==> config.mk <==
export PLATFORM = sky130hd
export DESIGN_NAME = battery_level_alert_monitor
export DESIGN_NICKNAME = d
export VERILOG_FILES = /design/src/blam_pkg.sv /design/src/blam_front.sv /design/src/blam_cmdq.sv /design/src/blam_div.sv /design/src/blam_back.sv /design/src/battery_level_alert_monitor.sv
export VERILOG_INCLUDE_DIRS = /design/src /design/src/src
export SDC_FILE = /design/constraint.sdc
export NUM_CORES = 1
export LEC_CHECK = 0
export ABC_AREA = 1
export CAP_MARGIN = 10
export CORE_MARGIN = 2
export CORE_UTILIZATION = 30
export DETAILED_ROUTE_END_ITERATION = 6
export DONT_BUFFER_PORTS = 1
export PLACE_DENSITY_LB_ADDON = 0.3
export SYNTH_ARGS = -nofsm -noshare
export SYNTH_HDL_FRONTEND = slang
export SYNTH_SLANG_ARGS = --single-unit
==> constraint.sdc <==
create_clock -name clk -period 11.95 [get_ports clk]
set_input_delay 1.195 -clock clk [delete_from_list [all_inputs] [get_ports clk]]
set_output_delay 1.195 -clock clk [all_outputs]
set_load 0.005 [all_outputs]
==> src/assert_macros.svh <==
// Assertion macros shared by the battery monitor RTL
`ifndef ASSERT_MACROS_SVH
`define ASSERT_MACROS_SVH

// Plain property, clocked on clk and masked while rst_n is low
`define BLAM_ASSERT(label, prop, msg) \
    label: assert property (@(posedge clk) disable iff (!rst_n) prop) \
        else $error(msg);

// Implication from a condition to a consequence in the same cycle
`define BLAM_ASSERT_IMPL(label, ante, cons, msg) \
    `BLAM_ASSERT(label, ((ante) |-> (cons)), msg)

`endif

==> src/blam_pkg.sv <==
// Shared types, constants and widths for the battery level monitor
package blam_pkg;

    localparam int ADC_BITS   = 12;
    localparam int SAMPLES    = 16;

    localparam int SAMPLE_W   = ADC_BITS;
    localparam int SUM_W      = ADC_BITS + $clog2(SAMPLES);
    localparam int CNT_W      = (SAMPLES > 1) ? $clog2(SAMPLES) : 1;
    localparam int MV_W       = 16;
    localparam int PCT_W      = 7;
    localparam int LVL_W      = 2;
    localparam int PROD_W     = SUM_W + MV_W;
    localparam int MV_SHIFT   = ADC_BITS + $clog2(SAMPLES);
    localparam int SCALED_W   = MV_W + PCT_W;
    localparam int DVD_W      = SCALED_W;
    localparam int DSR_W      = 16;
    localparam int DCNT_W     = $clog2(DVD_W + 1);
    localparam int QDEPTH     = 4;
    localparam int QPTR_W     = $clog2(QDEPTH);
    localparam int CFG_IDX_W  = 3;
    localparam int CFG_DATA_W = 16;

    localparam logic [PCT_W-1:0] PCT_FULL = PCT_W'(100);
    localparam logic [MV_W-1:0]  MV_MAX   = {MV_W{1'b1}};

    localparam logic [CFG_IDX_W-1:0] REG_FULL_SCALE = 3'd0;
    localparam logic [CFG_IDX_W-1:0] REG_FULL_MV    = 3'd1;
    localparam logic [CFG_IDX_W-1:0] REG_EMPTY_MV   = 3'd2;
    localparam logic [CFG_IDX_W-1:0] REG_LOW_PCT    = 3'd3;
    localparam logic [CFG_IDX_W-1:0] REG_CRIT_PCT   = 3'd4;

    typedef enum logic [LVL_W-1:0] {
        LVL_OK   = 2'd0,
        LVL_LOW  = 2'd1,
        LVL_CRIT = 2'd2
    } level_t;

    typedef struct packed {
        logic [MV_W-1:0]  full_scale_mv;
        logic [MV_W-1:0]  full_mv;
        logic [MV_W-1:0]  empty_mv;
        logic [PCT_W-1:0] low_pct;
        logic [PCT_W-1:0] critical_pct;
    } cfg_t;

    typedef struct packed {
        logic             complete;
        logic [SUM_W-1:0] sum;
    } cmd_t;

    typedef struct packed {
        logic             reading_valid;
        logic [MV_W-1:0]  voltage_mv;
        logic [PCT_W-1:0] percent;
        level_t           alert_level;
        logic             alert_changed;
    } result_t;

    typedef struct packed {
        logic             start;
        logic [DVD_W-1:0] dividend;
        logic [DSR_W-1:0] divisor;
    } div_req_t;

    typedef struct packed {
        logic             done;
        logic [DVD_W-1:0] quotient;
    } div_rsp_t;

endpackage

==> src/blam_front.sv <==
// Front end: sample accumulation and reading command generation
module blam_front
    import blam_pkg::*;
(
    input  logic                clk,
    input  logic                rst_n,
    input  logic                push,
    input  logic [SAMPLE_W-1:0] adc_sample,
    input  logic                q_full,
    output logic                q_push,
    output cmd_t                q_cmd
);

    logic [SUM_W-1:0] sum_reg;
    logic [SUM_W-1:0] sum_next;
    logic [CNT_W-1:0] cnt_reg;
    logic [CNT_W-1:0] cnt_next;
    logic [SUM_W-1:0] sum_add;
    logic             last;

    assign q_push       = push & ~q_full;
    assign last         = (cnt_reg == CNT_W'(SAMPLES - 1));
    assign sum_add      = sum_reg + SUM_W'(adc_sample);
    assign q_cmd.complete = last;
    assign q_cmd.sum    = sum_add;

    always_comb
    begin
        sum_next = sum_reg;
        cnt_next = cnt_reg;
        if (q_push)
        begin
            if (last)
            begin
                sum_next = '0;
                cnt_next = '0;
            end
            else
            begin
                sum_next = sum_add;
                cnt_next = cnt_reg + CNT_W'(1);
            end
        end
    end

    always_ff @(posedge clk or negedge rst_n)
    begin
        if (!rst_n)
        begin
            sum_reg <= '0;
            cnt_reg <= '0;
        end
        else
        begin
            sum_reg <= sum_next;
            cnt_reg <= cnt_next;
        end
    end

endmodule

==> src/blam_cmdq.sv <==
// Command queue between front end and back end
module blam_cmdq
    import blam_pkg::*;
(
    input  logic clk,
    input  logic rst_n,
    input  logic push,
    input  cmd_t wdata,
    input  logic pop,
    output logic full,
    output logic empty,
    output cmd_t rdata
);

    cmd_t              mem [QDEPTH];
    logic [QPTR_W-1:0] wr_ptr_reg;
    logic [QPTR_W-1:0] rd_ptr_reg;
    logic [QPTR_W:0]   count_reg;
    logic              do_push;
    logic              do_pop;

    assign full    = (count_reg == (QPTR_W + 1)'(QDEPTH));
    assign empty   = (count_reg == '0);
    assign do_push = push & ~full;
    assign do_pop  = pop & ~empty;
    assign rdata   = mem[rd_ptr_reg];

    always_ff @(posedge clk)
    begin
        if (do_push)
        begin
            mem[wr_ptr_reg] <= wdata;
        end
    end

    always_ff @(posedge clk or negedge rst_n)
    begin
        if (!rst_n)
        begin
            wr_ptr_reg <= '0;
            rd_ptr_reg <= '0;
            count_reg  <= '0;
        end
        else
        begin
            if (do_push)
            begin
                wr_ptr_reg <= wr_ptr_reg + QPTR_W'(1);
            end
            if (do_pop)
            begin
                rd_ptr_reg <= rd_ptr_reg + QPTR_W'(1);
            end
            case ({do_push, do_pop})
                2'b10:   count_reg <= count_reg + (QPTR_W + 1)'(1);
                2'b01:   count_reg <= count_reg - (QPTR_W + 1)'(1);
                default: count_reg <= count_reg;
            endcase
        end
    end

endmodule

==> src/blam_div.sv <==
// Bit-serial restoring divider, one quotient bit per cycle
module blam_div
    import blam_pkg::*;
(
    input  logic     clk,
    input  logic     rst_n,
    input  div_req_t req,
    output div_rsp_t rsp
);

    logic [DVD_W-1:0]  dvd_reg;
    logic [DSR_W-1:0]  rem_reg;
    logic [DSR_W-1:0]  dsr_reg;
    logic [DCNT_W-1:0] cnt_reg;
    logic              busy_reg;
    logic              done_reg;
    logic [DSR_W:0]    trial;
    logic [DSR_W:0]    diff;
    logic              ge;

    assign trial = {rem_reg, dvd_reg[DVD_W-1]};
    assign diff  = trial - {1'b0, dsr_reg};
    assign ge    = (trial >= {1'b0, dsr_reg});

    assign rsp.done     = done_reg;
    assign rsp.quotient = dvd_reg;

    always_ff @(posedge clk)
    begin
        if (req.start)
        begin
            dvd_reg <= req.dividend;
            rem_reg <= '0;
            dsr_reg <= req.divisor;
        end
        else if (busy_reg)
        begin
            dvd_reg <= {dvd_reg[DVD_W-2:0], ge};
            rem_reg <= ge ? diff[DSR_W-1:0] : trial[DSR_W-1:0];
        end
    end

    always_ff @(posedge clk or negedge rst_n)
    begin
        if (!rst_n)
        begin
            cnt_reg  <= '0;
            busy_reg <= 1'b0;
            done_reg <= 1'b0;
        end
        else
        begin
            done_reg <= busy_reg && (cnt_reg == DCNT_W'(1));
            if (req.start)
            begin
                cnt_reg  <= DCNT_W'(DVD_W);
                busy_reg <= 1'b1;
            end
            else if (busy_reg)
            begin
                cnt_reg <= cnt_reg - DCNT_W'(1);
                if (cnt_reg == DCNT_W'(1))
                begin
                    busy_reg <= 1'b0;
                end
            end
        end
    end

endmodule

==> src/blam_back.sv <==
// Back end: voltage scaling, percent mapping, level classification and result register
module blam_back
    import blam_pkg::*;
(
    input  logic     clk,
    input  logic     rst_n,
    input  cfg_t     cfg,
    input  logic     q_empty,
    input  cmd_t     q_cmd,
    output logic     q_pop,
    output div_req_t div_req,
    input  div_rsp_t div_rsp,
    input  logic     pop,
    output logic     out_valid,
    output result_t  res
);

    typedef enum logic [4:0] {
        ST_IDLE = 5'b00001,
        ST_MUL  = 5'b00010,
        ST_PCT  = 5'b00100,
        ST_DIV  = 5'b01000,
        ST_CLS  = 5'b10000
    } state_t;

    state_t           state_reg;
    state_t           state_next;
    logic [SUM_W-1:0] sum_reg;
    logic [SUM_W-1:0] sum_next;
    logic [DVD_W-1:0] dvd_reg;
    logic [DVD_W-1:0] dvd_next;
    logic [DSR_W-1:0] dsr_reg;
    logic [DSR_W-1:0] dsr_next;
    logic             start_reg;
    logic             start_next;
    logic [MV_W-1:0]  mv_reg;
    logic [MV_W-1:0]  mv_next;
    logic [PCT_W-1:0] pct_reg;
    logic [PCT_W-1:0] pct_next;
    level_t           level_reg;
    level_t           level_next;
    logic             out_valid_reg;
    logic             out_valid_next;
    result_t          res_reg;
    result_t          res_next;

    logic                slot_free;
    logic [PROD_W-1:0]   prod;
    logic [PROD_W-1:0]   prod_mv;
    logic [MV_W-1:0]     diff_mv;
    logic [SCALED_W-1:0] scaled;
    level_t              lvl_c;

    assign slot_free = ~out_valid_reg | pop;
    assign prod      = PROD_W'(sum_reg) * PROD_W'(cfg.full_scale_mv);
    assign prod_mv   = prod >> MV_SHIFT;
    assign diff_mv   = mv_reg - cfg.empty_mv;
    assign scaled    = SCALED_W'(diff_mv) * SCALED_W'(PCT_FULL);

    assign lvl_c = (pct_reg <= cfg.critical_pct) ? LVL_CRIT :
                   (pct_reg <= cfg.low_pct)      ? LVL_LOW  : LVL_OK;

    assign div_req.start    = start_reg;
    assign div_req.dividend = dvd_reg;
    assign div_req.divisor  = dsr_reg;
    assign out_valid        = out_valid_reg;
    assign res              = res_reg;

    always_comb
    begin
        state_next     = state_reg;
        sum_next       = sum_reg;
        dvd_next       = dvd_reg;
        dsr_next       = dsr_reg;
        start_next     = 1'b0;
        mv_next        = mv_reg;
        pct_next       = pct_reg;
        level_next     = level_reg;
        out_valid_next = out_valid_reg & ~pop;
        res_next       = res_reg;
        q_pop          = 1'b0;
        case (state_reg)
            ST_IDLE:
            begin
                if (!q_empty && slot_free)
                begin
                    q_pop = 1'b1;
                    if (q_cmd.complete)
                    begin
                        sum_next   = q_cmd.sum;
                        state_next = ST_MUL;
                    end
                    else
                    begin
                        res_next.reading_valid = 1'b0;
                        res_next.voltage_mv    = '0;
                        res_next.percent       = '0;
                        res_next.alert_level   = level_reg;
                        res_next.alert_changed = 1'b0;
                        out_valid_next         = 1'b1;
                    end
                end
            end
            ST_MUL:
            begin
                // scale the sum, drop the converter and averaging bits, saturate
                mv_next    = (prod_mv > PROD_W'(MV_MAX)) ? MV_MAX : prod_mv[MV_W-1:0];
                state_next = ST_PCT;
            end
            ST_PCT:
            begin
                if (mv_reg >= cfg.full_mv)
                begin
                    pct_next   = PCT_FULL;
                    state_next = ST_CLS;
                end
                else if (mv_reg <= cfg.empty_mv)
                begin
                    pct_next   = '0;
                    state_next = ST_CLS;
                end
                else
                begin
                    dvd_next   = DVD_W'(scaled);
                    dsr_next   = cfg.full_mv - cfg.empty_mv;
                    start_next = 1'b1;
                    state_next = ST_DIV;
                end
            end
            ST_DIV:
            begin
                if (div_rsp.done)
                begin
                    pct_next   = div_rsp.quotient[PCT_W-1:0];
                    state_next = ST_CLS;
                end
            end
            ST_CLS:
            begin
                if (slot_free)
                begin
                    res_next.reading_valid = 1'b1;
                    res_next.voltage_mv    = mv_reg;
                    res_next.percent       = pct_reg;
                    res_next.alert_level   = lvl_c;
                    res_next.alert_changed = (lvl_c != level_reg);
                    level_next             = lvl_c;
                    out_valid_next         = 1'b1;
                    state_next             = ST_IDLE;
                end
            end
            default:
            begin
                state_next = ST_IDLE;
            end
        endcase
    end

    always_ff @(posedge clk)
    begin
        sum_reg <= sum_next;
        dvd_reg <= dvd_next;
        dsr_reg <= dsr_next;
        mv_reg  <= mv_next;
        pct_reg <= pct_next;
        res_reg <= res_next;
    end

    always_ff @(posedge clk or negedge rst_n)
    begin
        if (!rst_n)
        begin
            state_reg     <= ST_IDLE;
            start_reg     <= 1'b0;
            level_reg     <= LVL_OK;
            out_valid_reg <= 1'b0;
        end
        else
        begin
            state_reg     <= state_next;
            start_reg     <= start_next;
            level_reg     <= level_next;
            out_valid_reg <= out_valid_next;
        end
    end

endmodule

==> src/battery_level_alert_monitor.sv <==
// Top level of the battery level monitor: configuration registers and block wiring
//
// Each pushed ADC sample gives one result word. Samples are summed in the
// front end and handed through a four-word command queue to the back end.
// A sample that does not finish a reading is answered from the idle state
// of the back end; the sample that finishes a reading passes through the
// scaling, percent and classification states, with the bit-serial divider
// forming the percent in between, or with no division when the voltage lies
// at or beyond full or empty. The back end takes no new command until it is
// idle and its result register is free or being popped. Full rises only
// when the command queue fills. Write configuration only while no word is
// in flight and the result queue is empty.
module battery_level_alert_monitor
    import blam_pkg::*;
(
    input  logic                  clk,
    input  logic                  rst_n,
    input  logic                  push,
    output logic                  full,
    input  logic [SAMPLE_W-1:0]   adc_sample,
    output logic                  empty,
    input  logic                  pop,
    output logic                  reading_valid,
    output logic [MV_W-1:0]       voltage_mv,
    output logic [PCT_W-1:0]      percent,
    output logic [LVL_W-1:0]      alert_level,
    output logic                  alert_changed,
    input  logic                  cfg_we,
    input  logic [CFG_IDX_W-1:0]  cfg_idx,
    input  logic [CFG_DATA_W-1:0] cfg_wdata
);

    cfg_t     cfg_reg;
    logic     q_push;
    logic     q_pop;
    logic     q_full;
    logic     q_empty;
    cmd_t     q_wcmd;
    cmd_t     q_rcmd;
    div_req_t div_req;
    div_rsp_t div_rsp;
    logic     out_valid;
    result_t  res;

    assign full          = q_full;
    assign empty         = ~out_valid;
    assign reading_valid = res.reading_valid;
    assign voltage_mv    = res.voltage_mv;
    assign percent       = res.percent;
    assign alert_level   = res.alert_level;
    assign alert_changed = res.alert_changed;

    always_ff @(posedge clk or negedge rst_n)
    begin
        if (!rst_n)
        begin
            cfg_reg.full_scale_mv <= MV_W'(6600);
            cfg_reg.full_mv       <= MV_W'(4200);
            cfg_reg.empty_mv      <= MV_W'(3300);
            cfg_reg.low_pct       <= PCT_W'(20);
            cfg_reg.critical_pct  <= PCT_W'(10);
        end
        else if (cfg_we)
        begin
            case (cfg_idx)
                REG_FULL_SCALE: cfg_reg.full_scale_mv <= cfg_wdata;
                REG_FULL_MV:    cfg_reg.full_mv       <= cfg_wdata;
                REG_EMPTY_MV:   cfg_reg.empty_mv      <= cfg_wdata;
                REG_LOW_PCT:    cfg_reg.low_pct       <= cfg_wdata[PCT_W-1:0];
                REG_CRIT_PCT:   cfg_reg.critical_pct  <= cfg_wdata[PCT_W-1:0];
                default:        cfg_reg               <= cfg_reg;
            endcase
        end
    end

    blam_front u_front (
        .clk        (clk),
        .rst_n      (rst_n),
        .push       (push),
        .adc_sample (adc_sample),
        .q_full     (q_full),
        .q_push     (q_push),
        .q_cmd      (q_wcmd)
    );

    blam_cmdq u_cmdq (
        .clk   (clk),
        .rst_n (rst_n),
        .push  (q_push),
        .wdata (q_wcmd),
        .pop   (q_pop),
        .full  (q_full),
        .empty (q_empty),
        .rdata (q_rcmd)
    );

    blam_div u_div (
        .clk   (clk),
        .rst_n (rst_n),
        .req   (div_req),
        .rsp   (div_rsp)
    );

    blam_back u_back (
        .clk       (clk),
        .rst_n     (rst_n),
        .cfg       (cfg_reg),
        .q_empty   (q_empty),
        .q_cmd     (q_rcmd),
        .q_pop     (q_pop),
        .div_req   (div_req),
        .div_rsp   (div_rsp),
        .pop       (pop),
        .out_valid (out_valid),
        .res       (res)
    );

`include "assert_macros.svh"

    `BLAM_ASSERT_IMPL(a_pct_range, !empty, percent <= PCT_FULL, "percent above full scale")
    `BLAM_ASSERT_IMPL(a_partial_word, !empty && !reading_valid,
        voltage_mv == '0 && percent == '0 && !alert_changed, "partial word carries a reading")
    `BLAM_ASSERT_IMPL(a_crit_class, !empty && reading_valid && percent <= cfg_reg.critical_pct,
        alert_level == LVL_CRIT, "reading at critical threshold not flagged critical")

endmodule

==> results.toml <==
[outcome]
outcome = "finished, final reports clean"

[sta]
hold_viol = 0
tightest_slew_ps = 1101
max_slew_margin_pct = 26.41
setup_violations = 0
clock.fmax_ghz = 0.1672
final_max_slew_viol_count = 0
finalCritPeriodShare_pct = 50.04
finalCriticalPeriod_ps = 5980
rsz0062_at_grt = "no"
fin_setup_tns_ps = 0
clock_skew_ps = 41.52

[setup_path]
start_kind = "register"
rr_endpoint = "u_back.mv_reg[14]"
crit_type = "reg2reg"
cp_data_arrival_time_ps = 6280
crit_path_end_kind = "register"
r2r_slack_ps = 5970
crit_required_ps = 12250
rr_worst_depth = 21
r2r_start = "u_back.sum_reg[11]"
cp_max_fo = 16

[cells_and_area]
drive_gt1_share_pct = 4.069
final_nets = 3658
largest_reg_flops = 68
area_growth_pct = 9.467
layout_common_cells = "nand2_1, inv_1, ha_1"
final_common_cell = "nand2_1"

[floorplanning]
core_um2 = 89600
die_area_um2 = 92370
io_pins = 65
start_util_pct = 30.12
die_w_um = 303.9
rows = 110
die_h_um = 303.9

[synthesis]
syn_nets = 3700
synth_top_area_share_pct = 23.37
syn-instance-count = 3205
synth-edff-count = 210
synth_area_um2 = 26990
avgSynthCellArea_um2 = 8.420
dominantRegCellSynth = "edfxtp_1"
synthDistinctLibCells = 51
yosys.area.top_type = "edfxtp_1"
synthArstFlopShare_pct = 31.72
ys_seq_elements = 331
ys_seq_area_share_pct = 34.39
yosysWarnings = 0
synth_area_leaders = "edfxtp_1, fa_1, ha_1"

[placed_design]
portBuffers = 0
dp_hpwl_um = 53830
gp_congestion = 0.8866

[job]
maxCapViolCount = 0

[global_routing]
grt_pass1_wl_um = 113000
grt_usage_pct = 15.35
grt-ovfl-total = 0
first_global_vias = 20311
grt_max_degree = 106
antenna_found_initial = 8

[clock_network]
clock_sinks = 331
cts_buffers = 41
holdBufCountCts = 0
clk_latency_ps = 580
clkTransAtPathRegs_ps = 60
cts_setup_buffers = 0
clockBufferDepth = 3
cts.repair.resized = 0
root_buffer = "clkbuf_16"
htreeDepth = 2
cts_tree = "yes"

[drt]
final_antenna_net_count = 0
drt-total-wl_um = 69590
drtPass1Iterations = 5
wire_per_inst_um = 15.90
drc = 0
via_per_inst = 4.513
dr.first_iter.drc_count = 1151
vias = 19749

[hold_path]
hold_class = "in2async"
critical path, stage by stage (launching register included):
cell	delay [ps]
edfxtp_1	730
nand2_1	160
inv_1	70
fa_1	530
inv_1	50
fa_1	530
fa_1	530
inv_1	50
fa_1	470
fa_1	560
inv_1	60
fa_1	520
inv_1	40
ha_1	370
a21oi_1	250
o21ai_0	190
a21oi_1	260
nor2_1	70
nor2_1	120
nand2_1	60
nand2_1	50
nand2_1	40
how the worst max path moves through the flow:
stage	startpoint	endpoint	slack, ps	depth (start not counted)
2_1_floorplan	cfg_reg[58]	u_back.mv_reg[13]	6280	21
3_3_place_gp	u_back.sum_reg[0]	u_back.mv_reg[4]	6010	20
3_5_place_dp	u_back.sum_reg[11]	u_back.mv_reg[14]	6010	21
4_1_cts	u_back.sum_reg[11]	u_back.mv_reg[14]	6000	21
5_1_grt	u_back.sum_reg[11]	u_back.mv_reg[14]	5660	21
6_report	u_back.sum_reg[11]	u_back.mv_reg[14]	5970	21
metrics by stage:
stage	setup slack, ps	cell area [um2]	hold WS (ps)	std cells	utilization (%)
3_5_place_dp	6014	28180	404.5	4296	31.45
5_1_grt	5655	29540	282.6	4376	32.97
2_1_floorplan	6284	26990	400.3	3205	-
6_report	5970	29540	308.7	4376	32.97
3_3_place_gp	6011	28180	402.1	4296	31.45
4_1_cts	6002	29530	289.5	4371	32.96
cell usage after synthesis (16+ instances only):
cell,n
nor3_1,24
nor2_1,189
nand3_1,125
a21oi_1,108
dfrtp_1,84
xor2_1,46
dfxtp_1,16
o22ai_1,17
nand2_1,832
inv_1,675
fa_1,209
dfstp_2,21
ha_1,250
o21ai_0,167
xnor2_1,16
clkbuf_1,89
edfxtp_1,210
kinds of logic (layout without fill, tap and decap cells):
logic type / after synthesis / count (layout) / share of synthesized area, %
other cells: 0 / 5 / 0
buf+inv: 779 / 769 / 10.94
simple gates: 1239 / 1239 / 18.92
compound gates: 335 / 335 / 6.649
flops: 331 / 331 / 34.39
xor+xnor: 62 / 62 / 2.012
fa+ha+maj: 459 / 459 / 27.09
cell type report:
type | instances | area [um2]
clock inverters | 20 | 222.7
clock buffers | 55 | 1129
well taps | 1176 | 1471
flip-flops and latches | 331 | 9280
inverters | 681 | 2556
fillers | 9429 | 60060
repair buffers | 13 | 97.59
diodes | 5 | 12.51
multi-input cells | 2095 | 14770
per-layer routing:
layer  part of all wire (%)  routed length, um  vias up  GRT usage [%]
met5                      0                  0        -              0
met4                    2.0               1404        0          4.015
met3                    4.8               3361       91          2.598
met2                     46              31990      322          25.20
met1                     47              32840     9440          20.93
li1                       -                  -     9896              -
Power is left out: the tool's default activity adds up to more than one toggle a clock period on the data nets, which glitch-free logic cannot reach.
